[src/design/pfps_pkg.sv]
// types, constants and word builder for the flash program/erase sequencer
package pfps_pkg;

   localparam int unsigned ADDRESS_WIDTH     = 16;
   localparam int unsigned BUS_ADDRESS_WIDTH = 15;
   localparam int unsigned BYTE_WIDTH        = 8;
   localparam int unsigned PROGRAM_LIMIT_WIDTH = 10;
   localparam int unsigned ERASE_LIMIT_WIDTH   = 16;
   localparam int unsigned CSR_DATA_WIDTH      = 16;
   localparam int unsigned STEP_WIDTH          = 3;

   localparam logic [BUS_ADDRESS_WIDTH-1:0] ADDR_UNLOCK_A = 15'h0555;
   localparam logic [BUS_ADDRESS_WIDTH-1:0] ADDR_UNLOCK_B = 15'h02AA;
   localparam logic [BUS_ADDRESS_WIDTH-1:0] ADDR_ZERO     = 15'h0000;
   localparam logic [BYTE_WIDTH-1:0] CMD_UNLOCK_A = 8'hAA;
   localparam logic [BYTE_WIDTH-1:0] CMD_UNLOCK_B = 8'h55;
   localparam logic [BYTE_WIDTH-1:0] CMD_PROGRAM  = 8'hA0;
   localparam logic [BYTE_WIDTH-1:0] CMD_ERASE    = 8'h80;
   localparam logic [BYTE_WIDTH-1:0] CMD_CHIP     = 8'h10;
   localparam logic [BYTE_WIDTH-1:0] ERASED_BYTE  = 8'hFF;
   localparam logic [BYTE_WIDTH-1:0] BYTE_ZERO    = 8'h00;

   localparam logic [PROGRAM_LIMIT_WIDTH-1:0] PROGRAM_LIMIT_RESET = 10'd10;
   localparam logic [ERASE_LIMIT_WIDTH-1:0]   ERASE_LIMIT_RESET   = 16'd10000;

   typedef enum logic [1:0] {
      MODE_PROGRAM = 2'd0,
      MODE_ERASE   = 2'd1,
      MODE_DATA    = 2'd2,
      MODE_TICK    = 2'd3
   } mode_type;

   typedef enum logic [1:0] {
      OP_WRITE  = 2'd0,
      OP_READ   = 2'd1,
      OP_REPORT = 2'd2
   } op_type;

   typedef enum logic [1:0] {
      PH_IDLE      = 2'd0,
      PH_WAIT_DATA = 2'd1,
      PH_WAIT_TICK = 2'd2
   } phase_type;

   typedef enum logic [1:0] {
      KIND_PROGRAM = 2'd0,
      KIND_ERASE   = 2'd1,
      KIND_READ    = 2'd2,
      KIND_REPORT  = 2'd3
   } kind_type;

   typedef enum logic {
      CSR_PROGRAM_LIMIT = 1'b0,
      CSR_ERASE_LIMIT   = 1'b1
   } csr_index_type;

   typedef struct packed {
      op_type                       bus_op;
      logic [BUS_ADDRESS_WIDTH-1:0] bus_address;
      logic [BYTE_WIDTH-1:0]        bus_data;
      logic                         status;
   } word_type;

   // index of the final word of each burst
   function automatic logic [STEP_WIDTH-1:0] final_step(kind_type kind);
      logic [STEP_WIDTH-1:0] step;
      begin
         unique case (kind)
            KIND_PROGRAM: step = 3'd4;
            KIND_ERASE:   step = 3'd6;
            KIND_READ:    step = 3'd0;
            KIND_REPORT:  step = 3'd0;
            default:      step = 3'd0;
         endcase
         return step;
      end
   endfunction

   function automatic word_type build_word(kind_type kind, logic [STEP_WIDTH-1:0] step,
                                           logic [BUS_ADDRESS_WIDTH-1:0] address,
                                           logic [BYTE_WIDTH-1:0] data, logic status);
      word_type w;
      begin
         w.bus_op      = OP_WRITE;
         w.bus_address = ADDR_ZERO;
         w.bus_data    = BYTE_ZERO;
         w.status      = 1'b0;
         unique case (kind)
            KIND_PROGRAM: begin
               unique case (step)
                  3'd0: begin
                     w.bus_address = ADDR_UNLOCK_A;
                     w.bus_data    = CMD_UNLOCK_A;
                  end
                  3'd1: begin
                     w.bus_address = ADDR_UNLOCK_B;
                     w.bus_data    = CMD_UNLOCK_B;
                  end
                  3'd2: begin
                     w.bus_address = ADDR_UNLOCK_A;
                     w.bus_data    = CMD_PROGRAM;
                  end
                  3'd3: begin
                     w.bus_address = address;
                     w.bus_data    = data;
                  end
                  default: begin
                     w.bus_op      = OP_READ;
                     w.bus_address = address;
                  end
               endcase
            end
            KIND_ERASE: begin
               unique case (step)
                  3'd0, 3'd3: begin
                     w.bus_address = ADDR_UNLOCK_A;
                     w.bus_data    = CMD_UNLOCK_A;
                  end
                  3'd1, 3'd4: begin
                     w.bus_address = ADDR_UNLOCK_B;
                     w.bus_data    = CMD_UNLOCK_B;
                  end
                  3'd2: begin
                     w.bus_address = ADDR_UNLOCK_A;
                     w.bus_data    = CMD_ERASE;
                  end
                  3'd5: begin
                     w.bus_address = ADDR_UNLOCK_A;
                     w.bus_data    = CMD_CHIP;
                  end
                  default: begin
                     w.bus_op = OP_READ;
                  end
               endcase
            end
            KIND_READ: begin
               w.bus_op      = OP_READ;
               w.bus_address = address;
            end
            default: begin
               w.bus_op = OP_REPORT;
               w.status = status;
            end
         endcase
         return w;
      end
   endfunction

endpackage

[src/design/pfps_req_if.sv]
// request channel: valid/ready plus request word
interface pfps_req_if;
   logic                                valid;
   logic                                ready;
   logic [1:0]                          mode;
   logic [pfps_pkg::ADDRESS_WIDTH-1:0]  address;
   logic [pfps_pkg::BYTE_WIDTH-1:0]     data;

   modport source (output valid, output mode, output address, output data, input ready);
   modport sink (input valid, input mode, input address, input data, output ready);
endinterface

[src/design/pfps_rsp_if.sv]
// result channel: valid/ready plus bus cycle or status word
interface pfps_rsp_if;
   logic                                   valid;
   logic                                   ready;
   logic [1:0]                             bus_op;
   logic [pfps_pkg::BUS_ADDRESS_WIDTH-1:0] bus_address;
   logic [pfps_pkg::BYTE_WIDTH-1:0]        bus_data;
   logic                                   status;
   logic                                   last;

   modport source (output valid, output bus_op, output bus_address, output bus_data,
                   output status, output last, input ready);
   modport sink (input valid, input bus_op, input bus_address, input bus_data,
                 input status, input last, output ready);
endinterface

[src/design/parallel_flash_program_erase_sequencer.sv]
// top level: flash program/erase command sequencer with poll tracking
// requests pass through the burst register, result words through the output register
// program gives 5 words, erase 7, read data or tick 0 or 1; one per cycle unless stalled
// throughput: a new request word is taken in the cycle the previous one's last word leaves
//   the burst register; the output register sustains one word per cycle unless stalled
// reset: synchronous; sequencer idle, no words pending, poll limits 10 and 10000
module parallel_flash_program_erase_sequencer (
   input  logic                                      clock,
   input  logic                                      reset,
   pfps_req_if.sink                                  req_chan,
   pfps_rsp_if.source                                rsp_chan,
   input  logic                                      csr_write_enable,
   input  logic                                      csr_index,
   input  logic [pfps_pkg::CSR_DATA_WIDTH-1:0]       csr_write_data
);

   // configuration
   logic [pfps_pkg::PROGRAM_LIMIT_WIDTH-1:0] program_limit_ff;
   logic [pfps_pkg::ERASE_LIMIT_WIDTH-1:0]   erase_limit_ff;

   // sequencer state
   pfps_pkg::phase_type                      phase_ff, phase_in;
   logic                                     erasing_ff, erasing_in;
   logic [pfps_pkg::BUS_ADDRESS_WIDTH-1:0]   target_ff, target_in;
   logic [pfps_pkg::BYTE_WIDTH-1:0]          expected_ff, expected_in;
   logic [pfps_pkg::ERASE_LIMIT_WIDTH-1:0]   poll_count_ff, poll_count_in;

   // burst register: what the accepted word still has to emit
   logic                                     burst_valid_ff, burst_valid_in;
   pfps_pkg::kind_type                       burst_kind_ff, burst_kind_in;
   logic [pfps_pkg::STEP_WIDTH-1:0]          burst_step_ff, burst_step_in;
   logic [pfps_pkg::BUS_ADDRESS_WIDTH-1:0]   burst_address_ff, burst_address_in;
   logic [pfps_pkg::BYTE_WIDTH-1:0]          burst_data_ff, burst_data_in;
   logic                                     burst_status_ff, burst_status_in;

   // output register
   logic                                     out_valid_ff, out_valid_in;
   pfps_pkg::word_type                       out_word_ff, out_word_in;
   logic                                     out_last_ff, out_last_in;

   logic                                     accept;
   logic                                     out_free;
   logic                                     emit;
   logic                                     burst_done;
   logic                                     start_burst;
   logic [pfps_pkg::ERASE_LIMIT_WIDTH-1:0]   limit;
   logic                                     limit_reached;
   logic                                     data_match;
   pfps_pkg::mode_type                       mode;

   assign mode          = pfps_pkg::mode_type'(req_chan.mode);
   assign out_free      = !out_valid_ff || rsp_chan.ready;
   assign emit          = burst_valid_ff && out_free;
   assign burst_done    = emit && (burst_step_ff == pfps_pkg::final_step(burst_kind_ff));
   assign req_chan.ready = !burst_valid_ff || burst_done;
   assign accept        = req_chan.valid && req_chan.ready;

   assign limit = erasing_ff ? erase_limit_ff
                             : {{(pfps_pkg::ERASE_LIMIT_WIDTH - pfps_pkg::PROGRAM_LIMIT_WIDTH){1'b0}},
                                program_limit_ff};
   assign limit_reached = poll_count_ff >= limit;
   assign data_match    = req_chan.data == expected_ff;

   // next phase
   always_comb begin
      phase_in = phase_ff;
      if (accept) begin
         unique case (mode)
            pfps_pkg::MODE_PROGRAM, pfps_pkg::MODE_ERASE: begin
               if (phase_ff == pfps_pkg::PH_IDLE) phase_in = pfps_pkg::PH_WAIT_DATA;
            end
            pfps_pkg::MODE_DATA: begin
               if (phase_ff == pfps_pkg::PH_WAIT_DATA) begin
                  phase_in = (limit_reached || data_match) ? pfps_pkg::PH_IDLE
                                                           : pfps_pkg::PH_WAIT_TICK;
               end
            end
            pfps_pkg::MODE_TICK: begin
               if (phase_ff == pfps_pkg::PH_WAIT_TICK) phase_in = pfps_pkg::PH_WAIT_DATA;
            end
            default: phase_in = phase_ff;
         endcase
      end
   end

   // per-phase actions: operation context and burst to emit
   always_comb begin
      erasing_in       = erasing_ff;
      target_in        = target_ff;
      expected_in      = expected_ff;
      poll_count_in    = poll_count_ff;
      start_burst      = 1'b0;
      burst_kind_in    = burst_kind_ff;
      burst_address_in = burst_address_ff;
      burst_data_in    = burst_data_ff;
      burst_status_in  = burst_status_ff;
      if (accept) begin
         unique case (mode)
            pfps_pkg::MODE_PROGRAM: begin
               if (phase_ff == pfps_pkg::PH_IDLE) begin
                  // upper half of the range folds onto the lower
                  target_in        = req_chan.address[pfps_pkg::BUS_ADDRESS_WIDTH-1:0];
                  expected_in      = req_chan.data;
                  erasing_in       = 1'b0;
                  poll_count_in    = '0;
                  start_burst      = 1'b1;
                  burst_kind_in    = pfps_pkg::KIND_PROGRAM;
                  burst_address_in = req_chan.address[pfps_pkg::BUS_ADDRESS_WIDTH-1:0];
                  burst_data_in    = req_chan.data;
               end
            end
            pfps_pkg::MODE_ERASE: begin
               if (phase_ff == pfps_pkg::PH_IDLE) begin
                  target_in        = pfps_pkg::ADDR_ZERO;
                  expected_in      = pfps_pkg::ERASED_BYTE;
                  erasing_in       = 1'b1;
                  poll_count_in    = '0;
                  start_burst      = 1'b1;
                  burst_kind_in    = pfps_pkg::KIND_ERASE;
                  burst_address_in = pfps_pkg::ADDR_ZERO;
               end
            end
            pfps_pkg::MODE_DATA: begin
               if (phase_ff == pfps_pkg::PH_WAIT_DATA && (limit_reached || data_match)) begin
                  // timeout wins even when the byte matches
                  start_burst     = 1'b1;
                  burst_kind_in   = pfps_pkg::KIND_REPORT;
                  burst_status_in = limit_reached;
               end
            end
            pfps_pkg::MODE_TICK: begin
               if (phase_ff == pfps_pkg::PH_WAIT_TICK) begin
                  poll_count_in    = poll_count_ff + 1'b1;
                  start_burst      = 1'b1;
                  burst_kind_in    = pfps_pkg::KIND_READ;
                  burst_address_in = target_ff;
               end
            end
            default: start_burst = 1'b0;
         endcase
      end
   end

   // burst progress
   always_comb begin
      burst_valid_in = burst_valid_ff;
      burst_step_in  = burst_step_ff;
      if (start_burst) begin
         burst_valid_in = 1'b1;
         burst_step_in  = '0;
      end else if (burst_done) begin
         burst_valid_in = 1'b0;
      end else if (emit) begin
         burst_step_in = burst_step_ff + 1'b1;
      end
   end

   // output register
   always_comb begin
      out_valid_in = out_valid_ff;
      out_word_in  = out_word_ff;
      out_last_in  = out_last_ff;
      if (emit) begin
         out_valid_in = 1'b1;
         out_word_in  = pfps_pkg::build_word(burst_kind_ff, burst_step_ff, burst_address_ff,
                                             burst_data_ff, burst_status_ff);
         out_last_in  = burst_done;
      end else if (rsp_chan.ready) begin
         out_valid_in = 1'b0;
      end
   end

   always_ff @(posedge clock) begin
      if (reset) begin
         program_limit_ff <= pfps_pkg::PROGRAM_LIMIT_RESET;
         erase_limit_ff   <= pfps_pkg::ERASE_LIMIT_RESET;
         phase_ff         <= pfps_pkg::PH_IDLE;
         erasing_ff       <= 1'b0;
         target_ff        <= '0;
         expected_ff      <= '0;
         poll_count_ff    <= '0;
         burst_valid_ff   <= 1'b0;
         out_valid_ff     <= 1'b0;
      end else begin
         if (csr_write_enable) begin
            unique case (pfps_pkg::csr_index_type'(csr_index))
               pfps_pkg::CSR_PROGRAM_LIMIT:
                  program_limit_ff <= csr_write_data[pfps_pkg::PROGRAM_LIMIT_WIDTH-1:0];
               pfps_pkg::CSR_ERASE_LIMIT:
                  erase_limit_ff <= csr_write_data[pfps_pkg::ERASE_LIMIT_WIDTH-1:0];
               default: erase_limit_ff <= erase_limit_ff;
            endcase
         end
         phase_ff       <= phase_in;
         erasing_ff     <= erasing_in;
         target_ff      <= target_in;
         expected_ff    <= expected_in;
         poll_count_ff  <= poll_count_in;
         burst_valid_ff <= burst_valid_in;
         out_valid_ff   <= out_valid_in;
      end
   end

   always_ff @(posedge clock) begin
      burst_kind_ff    <= burst_kind_in;
      burst_step_ff    <= burst_step_in;
      burst_address_ff <= burst_address_in;
      burst_data_ff    <= burst_data_in;
      burst_status_ff  <= burst_status_in;
      out_word_ff      <= out_word_in;
      out_last_ff      <= out_last_in;
   end

   assign rsp_chan.valid       = out_valid_ff;
   assign rsp_chan.bus_op      = out_word_ff.bus_op;
   assign rsp_chan.bus_address = out_word_ff.bus_address;
   assign rsp_chan.bus_data    = out_word_ff.bus_data;
   assign rsp_chan.status      = out_word_ff.status;
   assign rsp_chan.last        = out_last_ff;

endmodule

[src/flat_wrapper.sv]
// flat-port wrapper written by rule: the top's interface ports become plain ports
module parallel_flash_program_erase_sequencer_flat 
  (clock, reset, csr_write_enable, csr_index, csr_write_data, req_chan_valid, req_chan_mode, req_chan_address, req_chan_data, req_chan_ready, rsp_chan_valid, rsp_chan_bus_op, rsp_chan_bus_address, rsp_chan_bus_data, rsp_chan_status, rsp_chan_last, rsp_chan_ready);
  pfps_req_if req_chan_i ();
  pfps_rsp_if rsp_chan_i ();
  input  logic clock;
  input  logic reset;
  input  logic csr_write_enable;
  input  logic csr_index;
  input  logic [pfps_pkg::CSR_DATA_WIDTH-1:0] csr_write_data;
  input wire logic [$bits(req_chan_i.valid)-1:0] req_chan_valid;
  input wire logic [$bits(req_chan_i.mode)-1:0] req_chan_mode;
  input wire logic [$bits(req_chan_i.address)-1:0] req_chan_address;
  input wire logic [$bits(req_chan_i.data)-1:0] req_chan_data;
  output wire logic [$bits(req_chan_i.ready)-1:0] req_chan_ready;
  output wire logic [$bits(rsp_chan_i.valid)-1:0] rsp_chan_valid;
  output wire logic [$bits(rsp_chan_i.bus_op)-1:0] rsp_chan_bus_op;
  output wire logic [$bits(rsp_chan_i.bus_address)-1:0] rsp_chan_bus_address;
  output wire logic [$bits(rsp_chan_i.bus_data)-1:0] rsp_chan_bus_data;
  output wire logic [$bits(rsp_chan_i.status)-1:0] rsp_chan_status;
  output wire logic [$bits(rsp_chan_i.last)-1:0] rsp_chan_last;
  input wire logic [$bits(rsp_chan_i.ready)-1:0] rsp_chan_ready;
  assign req_chan_i.valid = req_chan_valid;
  assign req_chan_i.mode = req_chan_mode;
  assign req_chan_i.address = req_chan_address;
  assign req_chan_i.data = req_chan_data;
  assign req_chan_ready = req_chan_i.ready;
  assign rsp_chan_valid = rsp_chan_i.valid;
  assign rsp_chan_bus_op = rsp_chan_i.bus_op;
  assign rsp_chan_bus_address = rsp_chan_i.bus_address;
  assign rsp_chan_bus_data = rsp_chan_i.bus_data;
  assign rsp_chan_status = rsp_chan_i.status;
  assign rsp_chan_last = rsp_chan_i.last;
  assign rsp_chan_i.ready = rsp_chan_ready;
  parallel_flash_program_erase_sequencer u_core (.clock(clock), .reset(reset), .req_chan(req_chan_i), .rsp_chan(rsp_chan_i), .csr_write_enable(csr_write_enable), .csr_index(csr_index), .csr_write_data(csr_write_data));
endmodule
[config.mk]
export PLATFORM = sky130hd
export DESIGN_NAME = parallel_flash_program_erase_sequencer_flat
export DESIGN_NICKNAME = d
export VERILOG_FILES = /design/src/design/pfps_pkg.sv /design/src/design/pfps_req_if.sv /design/src/design/pfps_rsp_if.sv /design/src/design/parallel_flash_program_erase_sequencer.sv /design/src/flat_wrapper.sv
export SDC_FILE = /design/constraint.sdc
export NUM_CORES = 1
export LEC_CHECK = 0
export ABC_AREA = 1
export BUFFER_PORTS_ARGS = -buffer_cell sky130_fd_sc_hd__buf_2
export CORE_UTILIZATION = 40
export DETAILED_ROUTE_END_ITERATION = 7
export PLACE_DENSITY_LB_ADDON = 0.3
export RECOVER_POWER = 100
export SLEW_MARGIN = 20
export SYNTH_ARGS = -nofsm -noshare
export SYNTH_HDL_FRONTEND = slang
export SYNTH_SLANG_ARGS = --single-unit
export TNS_END_PERCENT = 100
[constraint.sdc]
create_clock -name clock -period 4.2 [get_ports clock]
set_clock_uncertainty 0.1 [all_clocks]
set_input_delay 0.42 -clock clock [delete_from_list [all_inputs] [get_ports clock]]
set_output_delay 0.42 -clock clock [all_outputs]
set_load 0.1 [all_outputs]
### Word-level counts from Yosys, hierarchy flattened

Index checks and enable logic that the tools add are counted.

| word-level totals | value |
|---|---|
| register bits | 126 |
| bits of input ports | 48 |
| output and inout port bits | 29 |
| logic and storage cells | 123 |

| cells by class | value |
|---|---|
| add/sub/neg operators | 2 |
| order comparisons | 1 |
| equal/unequal tests | 21 |
| mux-type cells | 42 |
| bitwise gates (word level) | 2 |
| reduce and logical (&&, ||, !) cells | 36 |

Operator list:

| kind | number |
|---|---|
| 15-bit one-hot mux with 3 select lines | 2 |
| 19-bit one-hot mux with 4 select lines | 1 |
| 15-bit one-hot mux with 2 select lines | 2 |
| 16-bit two-way mux | 3 |
| 15-bit two-way mux | 3 |
| 16-bit one-hot mux with 2 select lines | 1 |
| 8-bit one-hot mux with 2 select lines | 2 |
| 8-bit one-hot mux with 4 select lines | 1 |
| 16-bit by 1-bit adder with 16-bit output, second input constant | 1 |
| 16-bit >= comparator | 1 |
| 8-bit two-way mux | 2 |
| 2-bit two-way mux | 7 |
| 1-bit two-way mux | 12 |
| 2-bit by 1-bit != test with 1-bit output, second input constant | 6 |
| 2-bit one-hot mux with 3 select lines | 2 |
| 4-bit AND reduction | 3 |
| 2-bit == test, second input constant | 5 |
| 5-bit AND reduction | 2 |
| 2-bit OR reduction | 5 |
| 3-bit one-hot mux with 3 select lines | 1 |
| 8-bit == test | 1 |
| 2-bit one-hot mux with 4 select lines | 1 |
| 2-bit nonzero test | 4 |
| 2-bit by 1-bit == test with 1-bit output, second input constant | 3 |
| other kinds (19) | 33 |

### Logic depth before layout (Yosys ltp)

| depth | value |
|---|---|
| depth after elaboration | 9 |
| depth in mapped cells | 18 |
| gate-level depth less buffers | 16 |

### Least setup slack after synthesis

OpenSTA, ideal clock, no wires.

| timing | value |
|---|---|
| path type | register -> register |
| from | register u_core.out_valid_ff (netlist: u_core.rsp_chan.valid) |
| to | register u_core.burst_data_ff[0] (netlist bit), enable pin |
| arrival time | 2.771 ns |
| required time | 3.730 ns |
| slack | 0.958 ns |
| stages on the path, launching flop included | 6 |
| buffers on the path | 0 |
| period minus slack after synthesis | 3.242 ns |
| path through | dfxtp_1 -> a21oi_2 -> nand3_2 -> nand2_4 -> nand2_1 -> nor2_1 |

| between the ends | value |
|---|---|
| word-level cells in the longest chain between the ends | 7 |

RTL lines:

| item | line | source |
|---|---|---|
| start, declared | parallel_flash_program_erase_sequencer.sv:37 | `logic out_valid_ff, out_valid_in;` |
| start signal, assigned | parallel_flash_program_erase_sequencer.sv:200 | `out_valid_ff <= out_valid_in;` |
| 1-bit logical NOT | parallel_flash_program_erase_sequencer.sv:52 | `assign out_free = !out_valid_ff \|\| rsp_chan.ready;` |
| 1-bit logical OR | parallel_flash_program_erase_sequencer.sv:52 |  |
| 1-bit logical AND | parallel_flash_program_erase_sequencer.sv:53 | `assign emit = burst_valid_ff && out_free;` |
| net u_core.emit | parallel_flash_program_erase_sequencer.sv:43 | `logic emit;` |
| 1-bit logical AND | parallel_flash_program_erase_sequencer.sv:54 | `assign burst_done = emit && (burst_step_ff == pfps_pkg::final_step(burst_kind_ff));` |
| 1-bit logical OR | parallel_flash_program_erase_sequencer.sv:55 | `assign req_chan.ready = !burst_valid_ff \|\| burst_done;` |
| net req_chan_ready | flat_wrapper.sv:15 | `output wire logic [$bits(req_chan_i.ready)-1:0] req_chan_ready;` |
| 1-bit logical AND | parallel_flash_program_erase_sequencer.sv:56 | `assign accept = req_chan.valid && req_chan.ready;` |
| 3-bit AND reduction (no line) | -- |  |
| end signal, assigned | parallel_flash_program_erase_sequencer.sv:208 | `burst_data_ff <= burst_data_in;` |
| end, declared | parallel_flash_program_erase_sequencer.sv:33 | `logic [pfps_pkg::BYTE_WIDTH-1:0] burst_data_ff, burst_data_in;` |

The timed path passes the listed nets, and every way through them passes these cells.
A chain may end at the register's enable or synchronous reset.

### Final worst setup path

| timing | value |
|---|---|
| from | input port reset |
| to | register u_core.phase_ff[1] |

RTL lines:

| item | line | source |
|---|---|---|
| start, declared | flat_wrapper.sv:7 | `input logic reset;` |
| end signal, assigned | parallel_flash_program_erase_sequencer.sv:177 | `phase_ff <= pfps_pkg::PH_IDLE;` |
| end signal, assigned | parallel_flash_program_erase_sequencer.sv:194 | `phase_ff <= phase_in;` |
| end, declared | parallel_flash_program_erase_sequencer.sv:22 | `pfps_pkg::phase_type phase_ff, phase_in;` |

No word-level cell between the ends.

==> implementation parameters <==
Parameter                              Value

Status
  Outcome ... finished, violations left
  Violations in the final reports ... capacitance limit, slew limit

Place
  PortBufs ... 75
  Pre-CTS setup slack ... 1380 ps
  GP Congestion ... 0.831
  Detailed placement HPWL ... 8.90 mm
  Total placed cells including tap cells ... 978

Cells and area
  Area of the multi-input gates ... 2710 um2
  Share of post-route cells with drive strength above 1 ... 9.44%
  Area Overhead vs Synth ... 16.2%
  Post-layout nets ... 888
  Register cell area after layout ... 3050 um2
  Fill cell count ... 1472
  Finished Layout Cells ... 1010
  Number of antenna cells inserted ... 0

Routing
  First DRT Iteration DRCs ... 355
  # DRC ... 0
  TritonRoute pass-1 iters ... 8
  Number of antenna-violating nets in the routed design ... 0
  DR WL/cell ... 12.8 um
  Routed vias/inst ... 4.88
  Number of vias after detailed routing ... 4928
  Total wire length ... 12.9 mm

Synthesis
  Proportion of register bits with asynchronous set or reset after synthesis ... 0%
  Main flop type after synthesis ... dfxtp_1
  Portion of netlist area occupied by mux cells ... 1.46%
  Synthesized netlist cell count ... 744
  Average cell area after synthesis ... 8.27 um2
  Yosys warns ... 0
  Synthesized-area fraction occupied by adder cells ... 5.49%
  Main combinational cell family by area after synthesis ... simple AND/OR/NAND/NOR gates
  Syn_nets ... 819
  Count of state elements after synthesis ... 126
  Compound-Gate Fraction of Synth Area ... 11.4%
  Simple-Gate Fraction of Synth Area ... 23.1%
  Sequential element share of the synthesized area ... 49.6%
  Post-Synth XOR/XNOR Area ... 2.97%
  Count of flip-flops with a built-in enable after synthesis ... 53
  Distinct cell type count after synthesis ... 36
  Cell area after synthesis ... 6150 um2

Power
  Switching Power ... 1130 uW
  Cell internal power dissipation ... 2370 uW
  Net Sw Frac ... 32.2%
  Portion of total power attributed to combinational logic ... 18.5%
  Leakage power total ... 0.00287 uW
  Areal power density over the cells ... 489 nW/um2
  Worst IR drop on VDD ... 0.306 mV
  Sequential Power Share ... 40.7%
  Clock network fraction of design power ... 40.9%

STA
  Slew headroom ... -39.5%
  Total count of hold-check failures in the final report ... 0
  Smallest setup slack after layout ... 1030 ps
  Transition time at the pin with the least slew margin ... 2090 ps
  Final slew viol count ... 45
  Period utilization ... 75.4%
  Minimum hold slack ... 106 ps
  Maximum clock frequency ... 0.316 GHz
  Final min period ... 3170 ps
  Post-route setup TNS ... 0 ps
  Setup violations, final ... 0
  Setup repair after global routing missed its margin ... no

CTS
  Number of clock sinks ... 126
  Clock root buffer ... clkbuf_16
  Clock latency on the worst-skew pair ... 410 ps
  Postcts setup bufs ... 0
  Number of resized instances in the post-cts repair step ... 0
  Count of hold-fix buffers inserted at cts ... 0
  Clock transition at path regs ... 60 ps
  Number of buffers created by CTS ... 17
  TritonCTS clock tree ... done
  Buffers from clock root to sink, at most ... 2
  # H-tree levels ... 4

Flow run
  Number of maximum-capacitance violations ... 1

Global route
  Maximum number of pins on one net before global-route repair ... 45
  Number of global-route vias before repair ... 4530
  Global routing usage summed across all routing layers ... 17.3%
  Overflow after GRT ... 0
  First-pass GRT wire length ... 21.7 mm
  Antenna violations before repair ... 0

Die
  Initial cell density of the core ... 41.7%
  Standard-cell rows ... 44
  Count of boundary I/O pins ... 77
  Core Footprint ... 14800 um2
  X dimension of the die ... 126 um
  Die Area ... 15900 um2
  Vertical die dimension ... 126 um

Setup path
  Type of origin of the critical path ... primary input
  Critical path fanouts, max ... 44
  Kind of capture point of the worst setup path ... register
  List of cells traversed by the critical path ... buf_2 -> clkbuf_1 -> inv_1 -> and2_1
  Crit path DAT ... 3370 ps
  Worst setup path category ... in2reg
  Max incr delay on CP ... 1480 ps
  Data required time at the worst endpoint ... 4400 ps
  Slowest library cell on the worst path ... clkbuf_1

Worst hold path
  HP Class ... in2reg
cell type report:
cell class	instances	area share (%)
Sequential cell	126	42.7
Multi-Input combinational cell	529	38.0
Clock buffer	17	5.95
Timing Repair Buffer	79	4.88
Tap cell	184	3.22
Inverter	60	3.15
Clock inverter	15	2.15
sequential cells by signal, indices dropped and copies added (netlist names), 3 cells and up:
signal                       cells
u_core.target_ff                15
u_core.rsp_chan.bus_address     15
u_core.burst_step_ff             3
u_core.burst_data_ff             8
u_core.program_limit_ff         10
u_core.burst_address_ff         15
u_core.expected_ff               8
u_core.poll_count_ff            16
u_core.erase_limit_ff           16
u_core.rsp_chan.bus_data         8
per-layer routing:
metal | global-route usage (%) | part of all wire (%) | up-vias | wire length (um)
met2 | 28.8 | 47 | 113 | 6030
met1 | 22.0 | 48 | 2180 | 6160
li1 | - | - | 2616 | -
met4 | 6.73 | 1.5 | 0 | 200
met3 | 3.82 | 4.1 | 19 | 528
met5 | 0 | 0 | - | 0
cells in the final DEF (no fill, tap or decap), types with 2 or more instances in the layout:
cell	netlist	final
nand4_1	6	6
inv_1	55	57
edfxtp_1	53	53
clkbuf_1	18	41
clkinv_4	0	3
xor2_1	10	10
inv_2	5	3
ha_1	27	27
mux2i_1	9	9
nor2_1	87	88
clkinvlp_4	0	3
xnor2_1	9	9
o211ai_1	8	8
o21ai_0	43	43
buf_2	4	36
dfxtp_1	73	73
nor2_4	2	2
nor3_1	7	7
o22ai_1	2	2
a22oi_1	2	2
a21oi_1	71	71
nand2_1	178	179
inv_8	0	4
buf_4	1	2
inv_6	0	3
clkbuf_16	0	17
o21ai_1	4	4
nand3_1	53	55
logic make-up after synthesis:
| kind of cell | after synthesis |
|---|---|
| AOI/OAI and AO/OA | 133 |
| xor gates and xnor gates | 20 |
| adders and majority gates | 27 |
| buffers and inverters | 89 |
| DFF | 126 |
| muxes | 9 |
| and+or+nand+nor | 340 |
stage by stage:
step                      util (%)  total power (uW)  instance area, um2
final                         48.5              3490                7150
after global routing          48.5              3640                7150
after CTS                     49.0              3530                7230
after detailed placement      45.1              2110                6660
after global placement        45.1              2100                6660
after floorplan                  -              1970                6150
synthesized netlist by cell type (5+ instances only):
cell type,instances,area (um2)
xor2_1,10,87.6
dfxtp_1,73,1460
nor2_1,87,327
inv_2,5,18.8
nand2_1,178,668
o21ai_0,43,215
xnor2_1,9,78.8
a21oi_1,71,355
nand3_1,53,265
nor3_1,7,35.0
mux2i_1,9,90.1
clkbuf_1,18,67.6
inv_1,55,206
nand4_1,6,37.5
o211ai_1,8,60.1
ha_1,27,338
edfxtp_1,53,1590
worst max-delay path: cells and delay by family:
family | cells | cell delay [ps]
and+or+nand+nor | 1 | 410
buffers and inverters | 3 | 2500
power by group through the flow:
stage               logic [uW]  registers, uW  clock network, uW
floorplan                  349           1620                  0
global placement           658           1450                  0
detailed placement         661           1450                  0
CTS                        665           1420               1450
global route               715           1430               1500
finish                     645           1420               1430
final timing paths:
path,depth (start not counted),start,slack (ps),endpoint
worst min register to register,2,u_core.program_limit_ff[0],350,u_core.program_limit_ff[0]
worst max-delay path,4,reset,1030,u_core.phase_ff[1]
worst max register to register,10,u_core.burst_valid_ff,1200,u_core.expected_ff[2]
worst min-delay path,3,csr_write_data[10],110,u_core.erase_limit_ff[10]
No activity file was read; power rests on OpenSTA's default activity.
